[src/sv/tvkt_pkg.sv]
// ----------------------------------------------------------------------------
// tvkt_pkg: shared types and constants of the two-value key table
// Entry, request and response structs, operation and status codes, and the
// widths that follow from the table depth.
// ----------------------------------------------------------------------------
package tvkt_pkg;

  localparam int Depth     = 16;
  localparam int IdxW      = (Depth > 1) ? $clog2(Depth) : 1;
  localparam int CntW      = $clog2(Depth + 1);
  localparam int MaxPerKey = 2;
  localparam int HitW      = $clog2(MaxPerKey + 1);
  localparam int CapW      = 5;
  localparam int DataW     = 32;
  localparam int CapReset  = 16;

  typedef enum logic [1:0] {
    KIND_ADD    = 2'd0,
    KIND_SEARCH = 2'd1,
    KIND_REMOVE = 2'd2,
    KIND_NONE   = 2'd3
  } kind_e;

  typedef enum logic [1:0] {
    STAT_DONE = 2'd0,
    STAT_MISS = 2'd1,
    STAT_FULL = 2'd2
  } status_e;

  typedef enum logic {
    REG_CAPACITY = 1'b0,
    REG_NULL     = 1'b1
  } reg_e;

  typedef enum logic [1:0] {
    S_IDLE,
    S_FIND,
    S_FIX,
    S_RESP
  } state_e;

  typedef struct packed {
    logic signed [DataW-1:0] key;
    logic signed [DataW-1:0] value;
  } entry_t;

  typedef struct packed {
    logic [1:0]              kind;
    logic signed [DataW-1:0] key;
    logic signed [DataW-1:0] value;
  } tvkt_req_t;

  typedef struct packed {
    logic [1:0]              status;
    logic signed [DataW-1:0] first_value;
    logic signed [DataW-1:0] second_value;
    logic [4:0]              pair_count;
    logic                    is_empty;
    logic                    is_full;
  } tvkt_rsp_t;

  // ring control from the sequencer to the cells
  typedef struct packed {
    logic   shift;
    logic   inject;
    entry_t entry;
  } ring_ctl_t;

endpackage

[src/sv/tvkt_cell.sv]
// ----------------------------------------------------------------------------
// tvkt_cell: one slot of the entry ring
// Holds one key/value pair; on shift it takes its neighbor's pair, or the
// injected pair when this slot is the insertion point.
// ----------------------------------------------------------------------------
module tvkt_cell
  import tvkt_pkg::*;
(
  input  logic      clk_i,
  input  ring_ctl_t ctl_i,
  input  entry_t    nbr_i,
  output entry_t    entry_o
);

  entry_t entry_q, entry_d;

  always_comb begin
    entry_d = entry_q;
    if (ctl_i.shift) begin
      entry_d = ctl_i.inject ? ctl_i.entry : nbr_i;
    end
  end

  // payload only, contents undefined until written
  always_ff @(posedge clk_i) begin
    entry_q <= entry_d;
  end

  assign entry_o = entry_q;

endmodule

[src/sv/tvkt_ctrl.sv]
// ----------------------------------------------------------------------------
// tvkt_ctrl: sequencer of the two-value key table
// Configuration registers, pair count, scan over the rotating entry ring,
// match counting and result formation.
// ----------------------------------------------------------------------------
module tvkt_ctrl
  import tvkt_pkg::*;
(
  input  logic             clk_i,
  input  logic             rst_ni,
  input  logic             start,
  output logic             busy,
  input  tvkt_req_t        req_i,
  output logic             done_o,
  output tvkt_rsp_t        rsp_o,
  input  logic             cfg_we_i,
  input  logic             cfg_idx_i,
  input  logic [DataW-1:0] cfg_wdata_i,
  input  entry_t           head_i,
  output ring_ctl_t        ring_o
);

  localparam logic [IdxW-1:0] LastIdx = IdxW'(Depth - 1);

  state_e                  state_q, state_d;
  logic [CapW-1:0]         cap_cfg_q;
  logic [DataW-1:0]        null_q;
  logic [CntW-1:0]         count_q, count_d;
  logic [CntW-1:0]         cap_q, cap_d;
  logic [IdxW-1:0]         idx_q, idx_d;
  logic [IdxW-1:0]         pos_q, pos_d;
  logic [HitW-1:0]         hits_q, hits_d;
  logic                    found_q, found_d;
  kind_e                   kind_q, kind_d;
  status_e                 status_q, status_d;
  logic signed [DataW-1:0] key_q, key_d, val_q, val_d;
  logic signed [DataW-1:0] first_q, first_d, second_q, second_d;
  entry_t                  last_q, last_d;
  logic [CntW-1:0]         idx_ext;
  logic                    in_range, key_hit, pair_hit;
  logic [CntW-1:0]         eff_cap;

  // config registers
  always_ff @(posedge clk_i or negedge rst_ni) begin
    if (!rst_ni) begin
      cap_cfg_q <= CapW'(CapReset);
      null_q    <= '0;
    end else if (cfg_we_i) begin
      unique case (reg_e'(cfg_idx_i))
        REG_CAPACITY: cap_cfg_q <= cfg_wdata_i[CapW-1:0];
        REG_NULL:     null_q    <= cfg_wdata_i;
        default:      ;
      endcase
    end
  end

  // zero counts as one, above the depth counts as the depth
  always_comb begin
    if (cap_cfg_q == '0) begin
      eff_cap = CntW'(1);
    end else if (32'(cap_cfg_q) > Depth) begin
      eff_cap = CntW'(Depth);
    end else begin
      eff_cap = CntW'(cap_cfg_q);
    end
  end

  assign idx_ext  = CntW'(idx_q);
  assign in_range = idx_ext < count_q;
  assign key_hit  = head_i.key == key_q;
  assign pair_hit = key_hit && (head_i.value == val_q);

  always_comb begin
    state_d   = state_q;
    count_d   = count_q;
    cap_d     = cap_q;
    idx_d     = idx_q;
    pos_d     = pos_q;
    hits_d    = hits_q;
    found_d   = found_q;
    kind_d    = kind_q;
    status_d  = status_q;
    key_d     = key_q;
    val_d     = val_q;
    first_d   = first_q;
    second_d  = second_q;
    last_d    = last_q;
    ring_o    = '{shift: 1'b0, inject: 1'b0, entry: '{key: key_q, value: val_q}};
    done_o    = 1'b0;
    busy      = state_q != S_IDLE;

    unique case (state_q)
      S_IDLE: begin
        if (start) begin
          kind_d   = kind_e'(req_i.kind);
          key_d    = req_i.key;
          val_d    = req_i.value;
          cap_d    = eff_cap;
          first_d  = null_q;
          second_d = null_q;
          idx_d    = '0;
          hits_d   = '0;
          found_d  = 1'b0;
          if (kind_e'(req_i.kind) == KIND_NONE) begin
            status_d = STAT_MISS;
            state_d  = S_RESP;
          end else if (kind_e'(req_i.kind) == KIND_ADD && count_q >= eff_cap) begin
            // full test comes before the duplicate test
            status_d = STAT_FULL;
            state_d  = S_RESP;
          end else begin
            state_d = S_FIND;
          end
        end
      end

      S_FIND: begin
        // head cell holds entry idx_q of the table
        ring_o.shift = 1'b1;
        idx_d        = idx_q + IdxW'(1);
        case (kind_q)
          KIND_ADD: begin
            if (in_range && key_hit && hits_q < HitW'(MaxPerKey)) begin
              hits_d = hits_q + HitW'(1);
            end
            // append slot comes after every stored entry, count is final here
            if (idx_ext == count_q && hits_q < HitW'(MaxPerKey)) begin
              ring_o.inject = 1'b1;
            end
          end
          KIND_SEARCH: begin
            if (in_range && key_hit && hits_q < HitW'(MaxPerKey)) begin
              if (hits_q == '0) begin
                first_d = head_i.value;
              end else begin
                second_d = head_i.value;
              end
              hits_d = hits_q + HitW'(1);
            end
          end
          KIND_REMOVE: begin
            if (in_range && pair_hit && !found_q) begin
              found_d = 1'b1;
              pos_d   = idx_q;
            end
            if (in_range && idx_ext == count_q - CntW'(1)) begin
              last_d = head_i;
            end
          end
          default: ;
        endcase
        if (idx_q == LastIdx) begin
          idx_d = '0;
          case (kind_q)
            KIND_ADD: begin
              if (hits_q < HitW'(MaxPerKey)) begin
                status_d = STAT_DONE;
                count_d  = count_q + CntW'(1);
              end else begin
                status_d = STAT_MISS;
              end
              state_d = S_RESP;
            end
            KIND_REMOVE: begin
              if (found_d) begin
                state_d = S_FIX;
              end else begin
                status_d = STAT_MISS;
                state_d  = S_RESP;
              end
            end
            default: begin
              status_d = STAT_DONE;
              state_d  = S_RESP;
            end
          endcase
        end
      end

      S_FIX: begin
        // second lap: last entry moves into the removed slot
        ring_o.shift  = 1'b1;
        ring_o.entry  = last_q;
        ring_o.inject = idx_q == pos_q;
        idx_d         = idx_q + IdxW'(1);
        if (idx_q == LastIdx) begin
          idx_d    = '0;
          count_d  = count_q - CntW'(1);
          status_d = STAT_DONE;
          state_d  = S_RESP;
        end
      end

      S_RESP: begin
        done_o  = 1'b1;
        state_d = S_IDLE;
      end

      default: state_d = S_IDLE;
    endcase
  end

  always_ff @(posedge clk_i or negedge rst_ni) begin
    if (!rst_ni) begin
      state_q <= S_IDLE;
      count_q <= '0;
      idx_q   <= '0;
      hits_q  <= '0;
      found_q <= 1'b0;
    end else begin
      state_q <= state_d;
      count_q <= count_d;
      idx_q   <= idx_d;
      hits_q  <= hits_d;
      found_q <= found_d;
    end
  end

  always_ff @(posedge clk_i) begin
    cap_q    <= cap_d;
    pos_q    <= pos_d;
    kind_q   <= kind_d;
    status_q <= status_d;
    key_q    <= key_d;
    val_q    <= val_d;
    first_q  <= first_d;
    second_q <= second_d;
    last_q   <= last_d;
  end

  assign rsp_o = '{
    status:       status_q,
    first_value:  first_q,
    second_value: second_q,
    pair_count:   5'(count_q),
    is_empty:     count_q == '0,
    is_full:      count_q >= cap_q
  };

  // the result strobe always ends busy
  a_done_ends_busy: assert property (@(posedge clk_i) disable iff (!rst_ni)
    done_o |=> !busy)
    else $error("busy still high after result strobe");

  a_count_bound: assert property (@(posedge clk_i) disable iff (!rst_ni)
    count_q <= CntW'(Depth))
    else $error("pair count above depth");

  a_lap_aligned: assert property (@(posedge clk_i) disable iff (!rst_ni)
    (state_q == S_RESP || state_q == S_IDLE) |-> idx_q == '0)
    else $error("ring left out of alignment after a lap");

  a_accept_busy: assert property (@(posedge clk_i) disable iff (!rst_ni)
    (start && !busy) |=> busy)
    else $error("accepted transaction did not raise busy");

  a_count_step: assert property (@(posedge clk_i) disable iff (!rst_ni)
    (state_q == S_FIND && kind_q == KIND_SEARCH) |=> $stable(count_q))
    else $error("search changed the pair count");

endmodule

[src/sv/two_value_key_table_unit.sv]
// ----------------------------------------------------------------------------
// two_value_key_table_unit: key/value table with at most two values per key
// Fixed-capacity pair table on a rotating ring of entry cells, with add,
// search and exact-pair remove.
// ----------------------------------------------------------------------------
// Usage:
//   Command channel: drive req_i and raise start; the transaction is taken
//   at a rising edge with start high and busy low. busy stays high until
//   the result has been shown.
//   Result channel: done_o is high for exactly one cycle with rsp_o valid.
//   The receiver cannot stall; it must take the result in that cycle.
//   Configuration: cfg_we_i writes cfg_wdata_i to register cfg_idx_i
//   (0 capacity in use, 1 null marker) in the same edge; write only while
//   busy is low.
//   Operation: the entries sit in a ring of Depth cells that rotates one
//   slot per cycle during a scan and holds otherwise; the head cell is
//   compared against the command. A scan is one full lap. A successful
//   remove needs a second lap to move the last pair into the freed slot.
//   An add on a full table and the unused operation code skip the scan.
//   Reset: pair count cleared, capacity 16, null marker 0; the entry cells
//   are not cleared, since only slots below the pair count are ever read.
// ----------------------------------------------------------------------------
module two_value_key_table_unit
  import tvkt_pkg::*;
(
  input  logic             clk_i,
  input  logic             rst_ni,
  input  logic             start,
  output logic             busy,
  input  tvkt_req_t        req_i,
  output logic             done_o,
  output tvkt_rsp_t        rsp_o,
  input  logic             cfg_we_i,
  input  logic             cfg_idx_i,
  input  logic [DataW-1:0] cfg_wdata_i
);

  ring_ctl_t ring_ctl;
  entry_t    ring [Depth];

  tvkt_ctrl u_ctrl (
    .clk_i       (clk_i),
    .rst_ni      (rst_ni),
    .start       (start),
    .busy        (busy),
    .req_i       (req_i),
    .done_o      (done_o),
    .rsp_o       (rsp_o),
    .cfg_we_i    (cfg_we_i),
    .cfg_idx_i   (cfg_idx_i),
    .cfg_wdata_i (cfg_wdata_i),
    .head_i      (ring[0]),
    .ring_o      (ring_ctl)
  );

  // Cell i takes from cell i+1; the tail takes from the head, so the head
  // sees table entries in order and the tail is the write point: whatever
  // the tail loads while the head holds entry k becomes entry k after a lap.
  for (genvar i = 0; i < Depth; i++) begin : g_cell
    ring_ctl_t cell_ctl;

    always_comb begin
      cell_ctl        = ring_ctl;
      cell_ctl.inject = ring_ctl.inject && (i == Depth - 1);
    end

    tvkt_cell u_cell (
      .clk_i   (clk_i),
      .ctl_i   (cell_ctl),
      .nbr_i   (ring[(i + 1) % Depth]),
      .entry_o (ring[i])
    );
  end

endmodule

[config.mk]
export PLATFORM = sky130hd
export DESIGN_NAME = two_value_key_table_unit
export DESIGN_NICKNAME = d
export VERILOG_FILES = /design/src/sv/tvkt_pkg.sv /design/src/sv/tvkt_cell.sv /design/src/sv/tvkt_ctrl.sv /design/src/sv/two_value_key_table_unit.sv
export SDC_FILE = /design/constraint.sdc
export NUM_CORES = 1
export LEC_CHECK = 0
export BUFFER_PORTS_ARGS = -buffer_cell sky130_fd_sc_hd__buf_2
export CORE_ASPECT_RATIO = 2
export CORE_MARGIN = 2
export CORE_UTILIZATION = 50
export CTS_CLUSTER_DIAMETER = 40
export DETAILED_ROUTE_END_ITERATION = 7
export HOLD_SLACK_MARGIN = 0.15
export PLACE_DENSITY = 0.66
export SLEW_MARGIN = 5
export SYNTH_ARGS = -nofsm -noshare
export SYNTH_HDL_FRONTEND = slang
export SYNTH_HIERARCHICAL = 1
export SYNTH_SLANG_ARGS = --single-unit
[constraint.sdc]
create_clock -name clk_i -period 28.8 [get_ports clk_i]
set_clock_uncertainty 0.15 [all_clocks]
set_input_delay 2.88 -clock clk_i [delete_from_list [all_inputs] [get_ports clk_i]]
set_output_delay 2.88 -clock clk_i [all_outputs]
set_load 0.005 [all_outputs]
==> impl_results.md, run 1 <==
* Yosys synthesis warning count at 6
* Detailed Route WL at ~120 mm
* NumNets Final at around 3.2k
* Critical Path RT at between 20 and 30 ns
* CP Max Fanout at 6
* Hold Fails Final Rpt at 0
* Boundary pin count at 178
* Setup violators final at 0
* Grt ovf at 0
* Synth area leaders: edfxtp_1 63%, mux2_4 24%, mux2_2 3.7%, buf_12 3.3%, dfrtp_1 2.1%
* Via density per instance at 5.631
* H-tree depth at 3
* Worst path bufs/invs at 2
* Post-Syn Area at 58920 sq um
* Post-CTS Resized at 0
* Syn avg cell area at 20.75 sq um
* Pwr Total at slightly below 8000 uW
* Period utilization at about a fifth
* Pwr dens at roughly 120 nW/um^2
* Number of synthesized register bits at about 1.3k
* Max Cap Viol at 0
* Register area share after synthesis at 64.80%
* Worst slew pin tran at around 1.3 ns
* Vias in the first global route at around 28k
* Area of the multi-input gates at approximately 19000 sq um
* Syn Inst Count at approximately 2.8k
* Critical path class: reg -> out
* Core Footprint at 117400 sq um
* DP HPWL at 64.74 mm
* Die H at ~490 um
* Post-synth EDFFs at around 1.2k
* Clock slew at reported path FFs at ~0.07 ns
* Crit-path leading delay family: compound AO/OA/AOI/OAI gates
* Placer Congestion at roughly 0.80
* Finished Layout Cells at approximately 4.7k
* Share of the synthesized area in the top cell type at a little over three fifths
* Via count at ~26k
* Slowest CP cell: dfrtp_1
* Peak supply drop at a little over 90 uV
* Die ar. at between 100000 and 150000 sq um
* First DRT Iteration DRCs at 2086
* Cell mode on critical path: nand2b_1
* Setup bufs post-CTS at 0
* RSZ-0062 raised after global routing: false
* Die W at 246.7 um
* Critical path launch point type: register
* Gr usage total at between 20% and 30%
* Lkg Pwr at between 0.02 and 0.025 uW
* Max Freq at ~180 MHz
* Starting Density at roughly half
* Clock Latency Late Sink at roughly 0.75 ns
* Count of hold buffers inserted by post-cts repair at 0
* WP data arrival at between 2 and 3 ns
* Outcome: complete, no violations
* Fraction of layout cells with a size suffix above 1 at approximately half
* Area Growth Syn to Fin at 8.677%
* Dominant cell type by area after synthesis: edfxtp_1
* DR WL/cell at ~27 um
* Sequential Area at about 38000 sq um
* Drt pass-1 iters at 5
* CTS Buffer Depth at 3
* Asr flop ratio synth at ~4%
* IO buf count at between 150 and 200
* FILL cells at 8829
* Element type at the critical path end: primary output
* Total CTS buffers at 120
* Minimum clock period at 5.583 ns
* Largest net degree at the start of global routing at 96
* CP peak stage delay at between 0.4 and 0.5 ns
* Row count at 178
* Initial antenna violation count at 4
* Drt drc at 0
* Setup TNS at 0 ns
* Primary FF master, synth: edfxtp_1
* Max-Slew Margin vs Limit at 15.37%
* Final slew viol count at 0
* CTS Root Cell: clkbuf_16
* Final antenna-violating net count at 0
* Clock sinks at around 1.3k
* First-pass GRT wire length at around 190 mm
* HP Class: reg -> reg
* CTS tree: yes
* Post-synthesis cell type count at 49
* Critical-path cell list: inv_1 > ha_1 > nand2b_1 > a21o_1 > a21oi_1 > nor2b_1 > o21ai_0 > nand2b_1 > buf_2
* Cell count after placement at 4446
==> cells in the mapped netlist, types with 8 or more instances <==
master,instances
inv_1,23
o21ai_0,16
buf_6,16
xor2_1,70
a21oi_1,14
nand3_1,8
nor4_1,16
ha_1,24
buf_12,96
mux2_4,960
clkbuf_1,17
nand2_1,17
mux2_2,196
nor2_1,14
edfxtp_1,1229
dfrtp_1,50
==> sequential cells by signal, summed over array words and instances (netlist names) <==
| register | cells |
|---|---|
| g_cell.u_cell/entry_o | 1024 |
| u_ctrl/last_q | 64 |
| u_ctrl/first_q | 32 |
| u_ctrl/key_q | 32 |
| u_ctrl/null_q | 32 |
| u_ctrl/second_q | 32 |
| u_ctrl/val_q | 32 |
| u_ctrl/cap_cfg_q | 5 |
| u_ctrl/cap_q | 5 |
| u_ctrl/count_q | 5 |
| u_ctrl/idx_q | 4 |
| u_ctrl/pos_q | 4 |
| u_ctrl/hits_q | 2 |
| u_ctrl/kind_q | 2 |
| u_ctrl/state_q | 2 |
| u_ctrl/status_q | 2 |
| u_ctrl/found_q | 1 |
==> cell families (layout without fill, tap and decap cells) <==
family                     after synthesis  in the layout  synth area share (%)
muxes                                 1161           1161                 28.29
and+or+nand+nor                         90             90                0.8261
AOI/OAI and AO/OA                       49             49                0.5543
adders and majority gates               24             24                0.5097
DFF                                   1280           1280                 64.80
other                                    1             18              0.006365
buffers and inverters                  158            444                 3.861
xor gates and xnor gates                77             77                 1.145
==> placed cells by master, fill, tap and decap left out, types with 8 or more instances in the layout <==
cell       netlist  final
a21oi_1         14     13
buf_2            0    177
buf_4            0     19
bufinv_16        0     21
clkbuf_1        17     13
clkbuf_16        0    121
clkinv_1         0     16
clkinv_2         0     14
clkinv_4         0     10
conb_1           1     15
dfrtp_1         50     50
edfxtp_1      1229   1229
ha_1            24     21
inv_1           23     22
inv_6            0     13
mux2_2         196    196
mux2_4         960    960
nand2_1         17     17
nand3_1          8      8
nor2_1          14     14
nor4_1          16     16
o21ai_0         16     14
xor2_1          70     70
==> where the power goes <==
part / total [uW] / switching [uW] / internal (uW)
sequential: 3850 / 366 / 3490
combinational: 2160 / 1140 / 1020
clock: 1710 / 735 / 972
==> final timing paths <==
check,depth (start not counted),start,endpoint,slack (ns)
setup / recovery,9,u_ctrl/count_q[0],rsp_o[0],23.22
hold / removal,0,g_cell[0].u_cell/entry_o[56],u_ctrl/last_q[56],0.34
setup reg to reg,5,u_ctrl/state_q[0],g_cell[3].u_cell/entry_o[41],23.79
hold reg to reg,0,g_cell[0].u_cell/entry_o[56],u_ctrl/last_q[56],0.34
max in group asynchronous,2,rst_ni,u_ctrl/found_q,25.85
min in group asynchronous,2,rst_ni,u_ctrl/null_q[13],2.15
==> cell type report <==
| type | count | share of cell area (%) |
|---|---|---|
| Clock inverter | 89 | 1.774 |
| Tap cell | 1530 | 2.990 |
| Antenna cell | 3 | 0.01172 |
| Inverter | 24 | 0.1426 |
| Sequential cell | 1280 | 59.63 |
| Timing Repair Buffer | 196 | 1.606 |
| Clock buffer | 135 | 4.826 |
| Multi-Input combinational cell | 1416 | 29.02 |
==> metal layers <==
layer | up-vias | global-route usage (%) | part of all wire, %
met5 | - | 0 | 0.022
met4 | 4 | 5.483 | 2.1
met1 | 14000 | 27.92 | 43
met2 | 702 | 34.44 | 50
li1 | 11470 | - | -
met3 | 139 | 3.450 | 4.9
==> per-stage QoR <==
step | utilization [%] | worst slack, ns | hold slack (ns) | area [sq um]
final | 54.56 | 23.22 | 0.3425 | 64030
after global routing | 54.55 | 22.99 | 0.3492 | 64030
after CTS | 54.55 | 23.14 | 0.3380 | 64030
after detailed placement | 50.95 | 23.10 | 0.3290 | 59800
after global placement | 50.95 | 23.18 | 0.3314 | 59800
after floorplan | - | 5.307 | 0.2987 | 58970
(Power assumes the default switching activity.)
==> run 2: changes to the inputs <==
- clock period: 28.8 -> 5.7 ns (I/O delays scaled with it)
==> run 2 against run 1 <==
Against the previous run:
- count of clock-buffer cells in the layout increased by 2
- hold slack better by 0.0093 ns
- sequential power grew to 5.0 times the previous value
- clock power grew to 4.7 times the previous value
- critical path depth is 3 lower
- highest routed layer unchanged
- critical endpoint is now u_ctrl/first_q[14]
- setup slack got worse by 22 ns
==> impl_results.md, run 2 (same netlist as run 1, synthesis figures left out) <==
* Gr usage total at roughly a fifth
* Initial antenna violation count at 2
* Fraction of layout cells with a size suffix above 1 at around half
* Via density per instance at about 5.6
* NumNets Final at between 3k and 4k
* Critical-path cell list: xor2_1 > nor4_1 > nand4_1 > a2111oi_4 > nand4_1 > o21ai_4
* Boundary pin count at 178
* Placer Congestion at 0.8166
* DR WL/cell at ~26 um
* Hold wc startpoint: g_cell[0].u_cell/entry_o[41]
* Met3 Use GR at 2.788%
* Reg2reg end: u_ctrl/first_q[14]
* Most frequent cells in the layout: 1229 x edfxtp_1, 960 x mux2_4, 196 x mux2_2, 177 x buf_2, 121 x clkbuf_16
* Starting Density at between 50% and 60%
* Critical path launch point type: register
* Worst path bufs/invs at 0
* Die W at around 250 um
* RSZ-0062 raised after global routing: false
* CTS Buffer Depth at 3
* Max-Slew Margin vs Limit at roughly 16%
* Critical path class: reg -> reg
* Drt pass-1 iters at 6
* Count of hold buffers inserted by post-cts repair at 105
* Core Footprint at about 120000 sq um
* First DRT Iteration DRCs at around 2.1k
* Min-Delay Endpoint: u_ctrl/last_q[41]
* Clock Latency Late Sink at about 0.74 ns
* CP Max Fanout at 32
* Clk pwr share at 20.9%
* Cell internal pwr at between 20000 and 30000 uW
* Die ar. at approximately 120000 sq um
* Final antenna-violating net count at 0
* Sw frac at a little under 30%
* Final setup margin at 1.625 ns
* Clock slew at reported path FFs at roughly 0.070 ns
* Grt ovf at 0
* DP HPWL at ~65 mm
* Max Cap Viol at 0
* R2R Setup Slk at around 1.6 ns
* Detailed Route WL at between 100 and 150 mm
* Vias in the first global route at between 20k and 30k
* Finished Layout Cells at 4768
* Max Freq at 245.4 MHz
* Total CTS buffers at 118
* Final slew viol count at 0
* CTS tree: yes
* Worst slew pin tran at 1.253 ns
* Worst r2r src: u_ctrl/key_q[22]
* Area of the multi-input gates at ~19000 sq um
* IO buf count at approximately 180
* NetSw at between 10000 and 15000 uW
* Cell mode on critical path: nand4_1
* Sequential Area at approximately 38000 sq um
* Crit-path leading delay family: simple AND/OR/NAND/NOR gates
* Comb pwr share at 28.8%
* Cell count after placement at approximately 4.4k
* Post-CTS Resized at 0
* Minimum clock period at between 4 and 5 ns
* First-pass GRT wire length at between 150 and 200 mm
* GR Layer Usage met1 at between 20% and 30%
* FILL cells at between 8k and 9k
* Pwr dens at approximately 600 nW/um^2
* Pre-CTS WS at around 1.5 ns
* Most common cell after layout, fill and taps aside: edfxtp_1
* Critical Path RT at between 5 and 6 ns
* Busiest grt layer: met2
* Row count at about 180
* WHS Path Cells at 0
* Hold Fails Final Rpt at 0
* HP Class: reg -> reg
* Element type at the critical path end: register
* CTS Root Cell: clkbuf_16
* Largest net degree at the start of global routing at about 170
* Period utilization at slightly above 70%
* Via count at between 20k and 30k
* Clock sinks at 1280
* Area Growth Syn to Fin at 9.966%
* Share of power burned in registers at 50.3%
* Lkg Pwr at roughly 0.025 uW
* WP data arrival at between 4 and 5 ns
* CP peak stage delay at between 0.8 and 0.9 ns
* Slowest CP cell: o21ai_4
* Max FFs per register at between 1k and 1.5k
* H-tree depth at 3
* Outcome: complete, no violations
* Die H at ~490 um
* CP startpoint: u_ctrl/key_q[22]
* Drt drc at 0
* R2R depth at 6
* Peak supply drop at 677.3 uV
* M2 GR Usage at a little over a third
* Setup bufs post-CTS at 0
* Setup violators final at 0
[run 2: layer usage]
layer / wire length (um) / part of all wire, %
met5: 17 / 0.014
met2: 62540 / 50
met4: 3248 / 2.6
met3: 5546 / 4.4
met1: 54000 / 43
[run 2: how the worst max path moves through the flow]
stage | endpoint | slack (ns) | cells past startpoint
after floorplan | g_cell[15].u_cell/entry_o[10] | -3.36 | 8
after global placement | u_ctrl/first_q[22] | 1.53 | 6
after detailed placement | u_ctrl/first_q[22] | 1.52 | 6
after CTS | u_ctrl/first_q[15] | 1.51 | 6
after global routing | u_ctrl/first_q[8] | 1.35 | 6
final | u_ctrl/first_q[14] | 1.62 | 6
[run 2: cell type report]
cell class | count | area share, %
Sequential cell | 1280 | 58.93
Multi-Input combinational cell | 1416 | 28.68
Clock buffer | 137 | 4.766
Timing Repair Buffer | 299 | 3.302
Tap cell | 1530 | 2.955
Clock inverter | 81 | 1.222
Inverter | 24 | 0.1410
Antenna cell | 1 | 0.003862
[run 2: through the flow]
| step | util (%) | instance area [sq um] | total power (uW) | hold slack [ns] | TNS (ns) |
|---|---|---|---|---|---|
| 6_report | 55.20 | 64790 | 38570 | 0.3518 | 0 |
| 5_1_grt | 55.20 | 64790 | 40320 | 0.3608 | 0 |
| 4_1_cts | 55.20 | 64790 | 38770 | 0.3433 | 0 |
| 3_5_place_dp | 51.00 | 59860 | 30380 | 0.3351 | 0 |
| 3_3_place_gp | 51.00 | 59860 | 30020 | 0.3260 | 0 |
| 2_1_floorplan | - | 58990 | 24550 | 0.1244 | -2745.80 |
[run 2: power by group through the flow]
stage / sequential, uW / clock, uW / combinational [uW]
floorplan: 17500 / 0 / 7050
CTS: 19400 / 8260 / 11100
global placement: 19400 / 0 / 10600
finish: 19400 / 8050 / 11100
global route: 19800 / 8580 / 11900
detailed placement: 19500 / 0 / 10900
